$ cat src/rtl/circumcircle_2d_centre_radius_assert.svh
// Assertion macros for the circumcircle block.
// Depends on nothing; included by the top level.
`ifndef CIRCUMCIRCLE_2D_CENTRE_RADIUS_ASSERT_SVH
`define CIRCUMCIRCLE_2D_CENTRE_RADIUS_ASSERT_SVH

// Same-cycle implication.
`define CIRC_ASSERT_IMP(name, clk, rst_n, ante, cons, msg) \
  name: assert property (@(posedge clk) disable iff (!rst_n) (ante) |-> (cons)) \
    else $error(msg);

// Next-cycle implication.
`define CIRC_ASSERT_NXT(name, clk, rst_n, ante, cons, msg) \
  name: assert property (@(posedge clk) disable iff (!rst_n) (ante) |=> (cons)) \
    else $error(msg);

`endif

$ cat src/rtl/circ_pkg.sv
// Shared constants, width functions and types of the circumcircle block.
// Depends on nothing.
package circ_pkg;

  localparam int IN_W           = 12;
  localparam int OUT_W          = 32;
  localparam int COORD_BITS_DEF = 12;
  localparam int FRAC_BITS_DEF  = 4;
  localparam int FIFO_DEPTH     = 4;
  localparam int SQRT_STEPS     = 32;

  typedef struct packed {
    logic full;
    logic empty;
  } fifo_stat_t;

  function automatic int diff_w(input int cw);
    return cw + 1;
  endfunction

  function automatic int prod_w(input int cw);
    return 2 * (cw + 1);
  endfunction

  function automatic int den_w(input int cw);
    return 2 * (cw + 1) + 2;
  endfunction

  function automatic int num_w(input int cw, input int fb);
    return 3 * (cw + 1) + 3 + fb;
  endfunction

  function automatic int item_w(input int cw, input int fb);
    return 3 + den_w(cw) + 2 * num_w(cw, fb) + 2 * cw;
  endfunction

  function automatic int ext_w(input int cw, input int fb);
    int q;
    q = num_w(cw, fb) + 2;
    return (q > 33) ? q : 33;
  endfunction

endpackage

$ cat src/rtl/circ_fifo.sv
// Short request queue between the front and back pipelines.
// Depends on circ_pkg.
module circ_fifo #(
  parameter int W     = 8,
  parameter int DEPTH = circ_pkg::FIFO_DEPTH
) (
  input  logic                 clk_i,
  input  logic                 rst_ni,
  input  logic                 push_i,
  input  logic [W-1:0]         data_i,
  input  logic                 pop_i,
  output logic [W-1:0]         data_o,
  output circ_pkg::fifo_stat_t stat_o
);
  import circ_pkg::*;

  localparam int AW = (DEPTH > 1) ? $clog2(DEPTH) : 1;

  logic [W-1:0]  mem_q [DEPTH];
  logic [AW-1:0] wr_q, rd_q;
  logic [AW:0]   cnt_q;

  assign stat_o.full  = (cnt_q == (AW + 1)'(DEPTH));
  assign stat_o.empty = (cnt_q == '0);
  assign data_o       = mem_q[rd_q];

  always_ff @(posedge clk_i) begin
    if (push_i) begin
      mem_q[wr_q] <= data_i;
    end
  end

  always_ff @(posedge clk_i or negedge rst_ni) begin
    if (!rst_ni) begin
      wr_q  <= '0;
      rd_q  <= '0;
      cnt_q <= '0;
    end else begin
      if (push_i) begin
        wr_q <= (wr_q == AW'(DEPTH - 1)) ? '0 : wr_q + 1'b1;
      end
      if (pop_i) begin
        rd_q <= (rd_q == AW'(DEPTH - 1)) ? '0 : rd_q + 1'b1;
      end
      if (push_i && !pop_i) begin
        cnt_q <= cnt_q + 1'b1;
      end else if (pop_i && !push_i) begin
        cnt_q <= cnt_q - 1'b1;
      end
    end
  end

endmodule

$ cat config.mk
export PLATFORM = sky130hd
export DESIGN_NAME = circ_fifo
export DESIGN_NICKNAME = d
export VERILOG_FILES = /design/src/rtl/circumcircle_2d_centre_radius_assert.svh /design/src/rtl/circ_pkg.sv /design/src/rtl/circ_fifo.sv
export SDC_FILE = /design/constraint.sdc
export NUM_CORES = 1
export LEC_CHECK = 0
export BUFFER_PORTS_ARGS = -buffer_cell sky130_fd_sc_hd__buf_2
export CELL_PAD_IN_SITES_DETAIL_PLACEMENT = 0
export CELL_PAD_IN_SITES_GLOBAL_PLACEMENT = 1
export CORE_ASPECT_RATIO = 1.2
export CORE_MARGIN = 2
export CORE_UTILIZATION = 47
export DETAILED_ROUTE_END_ITERATION = 6
export GPL_TIMING_DRIVEN = 0
export PLACE_DENSITY_LB_ADDON = 0.3
export SKIP_CTS_REPAIR_TIMING = 1
export SKIP_LAST_GASP = 1
export SYNTH_ARGS = -nofsm -noshare
export SYNTH_HDL_FRONTEND = slang
export SYNTH_SLANG_ARGS = --single-unit
$ cat constraint.sdc
create_clock -name clk_i -period 1.65 [get_ports clk_i]
set_input_delay 0.0825 -clock clk_i [delete_from_list [all_inputs] [get_ports clk_i]]
set_output_delay 0.0825 -clock clk_i [all_outputs]
set_load 0.01 [all_outputs]
# Word-level counts from Yosys, hierarchy flattened
# Memories as Yosys holds them, arrays and structs flattened.
# Cells that the tools add are included.
[word_totals] word_cells=23 output_inout_bits=10 register_bits=7 input_bits=12 mem_bits_rw=32 n_memories=1
[op_classes] reduce_logical=6 eq_ne=3 muxes=6 add_sub_neg=4
[memory_table] name="mem_q" depth=4 word_bits=8 rd=1 rd_ports_with_merged_regs=0 wr=1 line="circ_fifo.sv:19" text="logic [W-1:0] mem_q [DEPTH];"
[op_table] op="$mux 3" count=2
[op_table] op="$add 2x1->2 const B" count=2
[op_table] op="$eq 2x2->1 const B" count=2
[op_table] op="$mux 2" count=2
[op_table] op="$add 3x1->3 const B" count=1
[op_table] op="$eq 3x3->1 const B" count=1
[op_table] op="$logic_not 3->1" count=1
[op_table] op="$sub 3x1->3 const B" count=1
[op_table] op="$logic_and 1x1->1" count=2
[op_table] op="$logic_not 1->1" count=2
[op_table] op="$mux 1" count=2
[op_table] op="$reduce_bool 2->1" count=1

# Longest topological paths before layout
# Gate-level depths: netlist of the first run.
[logic_depth] depth_word=4 depth_mapped=7 mapped_depth_nobuf=7

# Worst setup path before layout of the first run
# OpenSTA, ideal clock, no wires.
[synth_timing] kind="register -> register" start="register cnt_q[0]" end="register cnt_q[2]" path_stages_with_launch=5 n_path_buf=0 path_slack_ps=355 t_required_ps=1571 arrival_ps=1216 synth_period_minus_slack_ps=1295 setup_time_ps=79 path_cell_list="dfrtp_1 fa_1 xor2_1 nor2_1 xor2_1"
[synth_between] elab_chain_len=3 word_cells_on_any_way=4 cone_classes="add/sub (2); mux (2)"
[synth_lines] element="from (decl)" line="circ_fifo.sv:21" text="logic [AW:0] cnt_q;"
[synth_lines] element="from (signal assigned)" line="circ_fifo.sv:46" text="cnt_q <= cnt_q + 1'b1;"
[synth_lines] element="from (signal assigned)" line="circ_fifo.sv:48" text="cnt_q <= cnt_q - 1'b1;"
[synth_lines] element="$sub 3x1->3" line="circ_fifo.sv:48"
[synth_lines] element="$mux 3" line="circ_fifo.sv:47" text="end else if (pop_i && !push_i) begin"
[synth_lines] element="$mux 3 *" line="circ_fifo.sv:45" text="if (push_i && !pop_i) begin"
# Mark *: on every way between the ends. The rest lies on a longest branch, timed or not. The select of a mux whose other input is x is not followed.
# A chain may end at the register's enable or synchronous reset.

# Worst setup path after layout of the first run
[layout_timing] start="register rd_q[0]" end="output data_o[0]"
[layout_between] elab_chain_len=1
[layout_lines] element="from (decl)" line="circ_fifo.sv:20" text="logic [AW-1:0] wr_q, rd_q;"
[layout_lines] element="from (signal assigned)" line="circ_fifo.sv:43" text="rd_q <= (rd_q == AW'(DEPTH - 1)) ? '0 : rd_q + 1'b1;"
[layout_lines] element="$mem_v2 4x8"
[layout_lines] element="to (decl)" line="circ_fifo.sv:12" text="output logic [W-1:0] data_o,"
# No other way between the ends.

==> impl_metrics.toml, run 1 <==
[critical_path]
startpoint_type = "register"
crit_fanout = 10
critical_path_buf_inv_count = 2
crit_path_cell_trace = "buf_12, mux4_2, buf_2"
crit_arrival_ns = 1.50
worst_path_max_delay_cell = "sky130_fd_sc_hd__mux4_2"
crit_path_max_incr_delay_ns = 0.50
worst_path_dominant_cell_family = "multiplexers"
critical_path_class = "register to output port"
setup.worst_path.end_class = "output port"
critPathRequiredTime_ns = 1.57

[timing]
setup_total_negative_slack_ns = 0
timing.slew.headroom = 0.721
tightestPinTransition_ns = 0.418
grt_setup_unrepaired = "no"
drv_slew = 0
final_period_minus_worst_setup_slack_ns = 1.59
finClkSkew_ns = 0.00596
setup_viol = 0
hold_viol_final = 0
fin_hold_ws_ns = 0.0158
clock.fmax_mhz = 631
layout_worst_path_cycle_share = 0.961

[routing]
final_antenna_net_count = 0
detailroute.via_count = 758
wl_mm = 2.11
dr.first_iter.drc_count = 24
route.detailed.vias_per_inst = 5.16
wl_per_cell_microns = 14.3
dr.pass1.iters = 4
route.detailed.drc = 0

[clock_network]
clkSlewWorstSetupHoldPaths_ns = 0.07
cts_tree = "done"
cts.htree.levels = 2
cts_buffer_depth = 2
tritoncts.num_buffers = 5
cts.sink_count = 39
clk_latency_ns = 0.28
root_buffer = "sky130_fd_sc_hd__clkbuf_8"

[global_route]
antenna_found_initial = 0
first_global_vias = 751
grt_use_met3 = 0.0402
groute.usage.overall = 0.126
wire_length_of_the_first_global_routing_pass_mm = 3.35
grt_util_met1 = 0.122
gr-max-usage-layer = "met2"
grt_start_max_net_pins = 13
grt.overflow.total = 0
grt_use_met2 = 0.227

[floorplanning]
die_x_microns = 56.8
core_region_area_sq_um = 3280
die_y_microns = 67.3
rows = 23
start_util = 0.479
floorplan.die_area_sq_um = 3820
pin_count = 22

[synth]
post_synth.cell_area_avg_sq_um = 19.9
postSynthCellCount = 79
synth_area_leaders = "sky130_fd_sc_hd__edfxtp_1 61%, sky130_fd_sc_hd__mux4_2 11%, sky130_fd_sc_hd__dfrtp_1 11%"
netlist_area_sq_um = 1570
cell_type_with_the_highest_aggregate_area_in_the_netlist = "sky130_fd_sc_hd__edfxtp_1"
net_count_after_synthesis = 98
seq_area_frac_synth = 0.724
synthDistinctLibCells = 18
ys.warnings.count = 0
ys_ff_latch = 39
yosys.area.top_type_share = 0.612

[layout]
layout.filler_cells = 270
multiInputGateArea_sq_um = 399
post_route_cells_drive_above_1_share = 0.373
antenna-diode-count = 0
ff_latch_area_sq_um = 1140
layout_common_cells = "32 x sky130_fd_sc_hd__edfxtp_1, 22 x sky130_fd_sc_hd__buf_2, 8 x sky130_fd_sc_hd__mux4_2, 7 x sky130_fd_sc_hd__dfrtp_1, 6 x sky130_fd_sc_hd__ha_1"
finalInstanceArea_sq_um = 1830
layout_commonest_cell = "sky130_fd_sc_hd__edfxtp_1"
nNetsFinal = 128
post_synthesis_to_final_layout_area_growth_pct = 16.8

[power_and_ir_drop]
leakagePower_nw = 0.700
pwr_density_cell_nw_per_um2 = 1600
power.total_mw = 2.94
ir_worst_vdd_uv = 987

[outcome]
status = "finished, final reports clean"

[hold_path]
holdCritPathClass = "input port to register"

[placement]
place_congestion = 0.652
dpl_cell_area_sq_um = 1720
io_buffer_count = 21

[flow_run]
cap_viol_max_count = 0
==> state kept, by name, summed over array words and instances, names as in the netlist <==
name,flops
rd_q,2
mem_q,32
cnt_q,3
wr_q,2
==> metal layers <==
layer  routed length (microns)  vias up
met5                         0        -
met4                        45        0
met3                       105        5
met2                      1180       20
met1                       777      372
li1                          -      361
==> worst paths after layout <==
| check | from | end | slack, ns | cells after the start |
|---|---|---|---|---|
| setup reg to reg | wr_q[0]$_DFFE_PN0P_ | mem_q[2][3]$_DFFE_PP_ | 0.27 | 3 |
| setup / recovery | rd_q[0]$_DFFE_PN0P_ | data_o[0] | 0.06 | 3 |
| min in group asynchronous | rst_ni | cnt_q[0]$_DFFE_PN0P_ | 0.15 | 2 |
| hold reg to reg | cnt_q[2]$_DFFE_PN0P_ | cnt_q[2]$_DFFE_PN0P_ | 0.50 | 1 |
| hold / removal | data_i[0] | mem_q[1][0]$_DFFE_PP_ | 0.02 | 1 |
| max in group asynchronous | rst_ni | rd_q[0]$_DFFE_PN0P_ | 1.35 | 2 |
==> cells by family after synthesis <==
family / share of synthesized area
AO/OA/AOI/OAI: 0.00637
multiplexers: 0.136
XOR/XNOR: 0.0167
buffers and inverters: 0.0223
AND/OR/NAND/NOR: 0.0343
flip-flops: 0.724
adder cells (fa/ha/maj): 0.0606
==> cells in the mapped netlist (all sizes together) <==
library cell / n
nand3: 1
and2: 4
mux2: 3
nor3: 1
fa: 1
mux4: 8
xor2: 2
nor3b: 1
ha: 6
edfxtp: 32
nand2: 1
inv: 5
nor2: 2
dfrtp: 7
buf: 2
o21ai: 2
xnor2: 1
==> worst reg2reg max path: cells and delay by family, from the launching register on <==
family,cells,cell delay (ns)
adders and majority gates,1,0.14
buffers and inverters,1,0.12
DFF,1,0.40
and+or+nand+nor,1,0.37
==> power breakdown <==
| part | switching, mW | leakage (nW) | internal (mW) |
|---|---|---|---|
| clock network | 0.293 | 0.0455 | 0.296 |
| registers | 0.104 | 0.377 | 1.30 |
| logic | 0.451 | 0.277 | 0.497 |
| total | 0.848 | 0.700 | 2.09 |
==> final cells by class <==
class | instances | share of cell area
plain buffers | 2 | 0.0136
repair buffers | 23 | 0.0682
multi-input cells | 33 | 0.218
clock inverters | 2 | 0.00614
clock buffers | 6 | 0.0396
well taps | 37 | 0.0252
inverters | 5 | 0.0102
flip-flops and latches | 39 | 0.619
==> metrics by stage <==
stage	instances	utilization	setup WS [ns]
floorplan	79	-	0.355
finish	147	0.559	0.0649
detailed placement	137	0.525	0.239
CTS	145	0.550	0.0299
global route	147	0.559	0.00843
global placement	137	0.525	0.254
Note: power is estimated with default switching activity, not from simulation.
==> inputs of run 2 (changes only) <==
CORE_MARGIN = 8   (was 2)
CTS_CLUSTER_DIAMETER = 50   (was not set)
SLEW_MARGIN = 15   (was not set)
==> run 2 against run 1 <==
Setup slack improved by 0.0047 ns; largest cell class unchanged; clock power fell by 2%; cell count fell by 0.68%.
==> impl_metrics.toml, run 2 (synthesis results as in run 1) <==
[layout]
layout_common_cells = "32 x sky130_fd_sc_hd__edfxtp_1, 22 x sky130_fd_sc_hd__buf_2, 8 x sky130_fd_sc_hd__mux4_2, 7 x sky130_fd_sc_hd__dfrtp_1, 6 x sky130_fd_sc_hd__ha_1"
reg_top3 = "mem_q x32, cnt_q x3"
layout_commonest_cell = "sky130_fd_sc_hd__edfxtp_1"
ff_latch_area_sq_um = 1140
layout.filler_cells = 265
antenna-diode-count = 0
nNetsFinal = 127
finalInstanceArea_sq_um = 1820
post_route_cells_drive_above_1_share = 0.367
largest_reg_flops = 32
multiInputGateArea_sq_um = 399
post_synthesis_to_final_layout_area_growth_pct = 15.7
register_ranked_first_by_flip_flop_count = "mem_q"

[floorplanning]
pin_count = 22
die_x_microns = 68.8
core_region_area_sq_um = 3280
die_y_microns = 79.3
start_util = 0.479
floorplan.die_area_sq_um = 5450
rows = 23

[critical_path]
crit_fanout = 10
critPathRequiredTime_ns = 1.57
worstReg2RegEnd = "mem_q[0][0]$_DFFE_PP_"
setup.worst_path.end_class = "output port"
crit_arrival_ns = 1.50
ff2ff_path_depth = 3
critical_path_class = "register to output port"
startpoint_type = "register"
worst_reg_to_reg_setup_slack_ns = 0.24
rr_startpoint = "wr_q[0]$_DFFE_PN0P_"

[clock_network]
cts.htree.levels = 2
clkSlewWorstSetupHoldPaths_ns = 0.07
tritoncts.num_buffers = 5
cts_buffer_depth = 2
root_buffer = "sky130_fd_sc_hd__clkbuf_8"
cts_tree = "done"
clk_latency_ns = 0.27
cts.sink_count = 39

[routing]
route.detailed.drc = 0
dr.first_iter.drc_count = 38
route.detailed.vias_per_inst = 5.16
wl_per_cell_microns = 15.8
final_antenna_net_count = 0
detailroute.via_count = 754
wl_mm = 2.31
dr.pass1.iters = 3

[placement]
io_buffer_count = 21
dpl_cell_area_sq_um = 1720
dp.final_hpwl_mm = 1.71
place_congestion = 0.676

[global_route]
first_global_vias = 811
grt.overflow.total = 0
groute.usage.overall = 0.0922
wire_length_of_the_first_global_routing_pass_mm = 3.71
grt_start_max_net_pins = 12
antenna_found_initial = 0

[hold_path]
worstHoldPathCells = 1
holdCritPathClass = "input port to register"
min-delay-start = "data_i[0]"
min_to = "mem_q[2][0]$_DFFE_PP_"

[timing]
tightestPinTransition_ns = 0.434
setup_viol = 0
grt_setup_unrepaired = "no"
hold_viol_final = 0
drv_slew = 0
layout_worst_path_cycle_share = 0.958
finClkSkew_ns = 0.00591
timing.slew.headroom = 0.711
fin_hold_ws_ns = 0.0188
final_period_minus_worst_setup_slack_ns = 1.58
clock.fmax_mhz = 633
setup_total_negative_slack_ns = 0

[power_and_ir_drop]
leakagePower_nw = 0.691
ir_worst_vdd_uv = 956
pwr_density_cell_nw_per_um2 = 1610

[outcome]
status = "finished, final reports clean"

[flow_run]
cap_viol_max_count = 0
[run 2: changes by cell type in the layout (fill, tap and decap cells not counted)]
| cell | delta |
|---|---|
| sky130_fd_sc_hd__buf_12 | -1 |
| sky130_fd_sc_hd__buf_8 | +1 |
| sky130_fd_sc_hd__clkbuf_1 | +1 |
| sky130_fd_sc_hd__dlygate4sd3_1 | -1 |
| sky130_fd_sc_hd__inv_4 | -1 |
[run 2: how the worst max path moves through the flow]
stage                          from               endpoint
2_1_floorplan  cnt_q[0]$_DFFE_PN0P_   cnt_q[2]$_DFFE_PN0P_
3_3_place_gp    wr_q[0]$_DFFE_PN0P_  mem_q[0][3]$_DFFE_PP_
3_5_place_dp    wr_q[0]$_DFFE_PN0P_  mem_q[0][3]$_DFFE_PP_
4_1_cts         rd_q[0]$_DFFE_PN0P_              data_o[5]
5_1_grt         rd_q[0]$_DFFE_PN0P_              data_o[2]
6_report        rd_q[0]$_DFFE_PN0P_              data_o[2]
[run 2: critical path, cell delays in order, from the launching register on]
cell and delay [ns]:
sky130_fd_sc_hd__dfrtp_1 0.38, sky130_fd_sc_hd__buf_8 0.17, sky130_fd_sc_hd__mux4_2 0.51, sky130_fd_sc_hd__buf_2 0.16
[run 2: cell type report]
cell class / count / share of cell area
inverter: 5 / 0.0103
clock buffer: 7 / 0.0420
tap: 37 / 0.0255
sequential: 39 / 0.625
buffer: 2 / 0.0110
timing repair buffer: 22 / 0.0634
multi-input combinational: 33 / 0.220
clock inverter: 1 / 0.00275
[run 2: layer usage]
| layer | share of wire | vias to the layer above | global-route usage |
|---|---|---|---|
| met5 | 0 | - | 0 |
| met1 | 0.42 | 376 | 0.111 |
| met3 | 0.064 | 2 | 0.0380 |
| li1 | - | 357 | - |
| met2 | 0.51 | 19 | 0.143 |
| met4 | 0.0052 | 0 | 0.0362 |
[run 2: report_power, final]
group | leakage (nW) | internal [mW] | switching (mW) | total [mW]
logic | 0.271 | 0.482 | 0.456 | 0.938
registers | 0.377 | 1.30 | 0.106 | 1.40
clock network | 0.0422 | 0.296 | 0.283 | 0.579
[run 2: metrics by stage]
step	total power, mW	worst slack [ns]	instances	utilization
after floorplan	2.07	0.355	79	-
after global placement	2.34	0.249	137	0.525
after detailed placement	2.38	0.246	137	0.525
after CTS	2.96	0.0426	145	0.550
after global routing	3.10	0.00393	146	0.554
final	2.92	0.0697	146	0.554
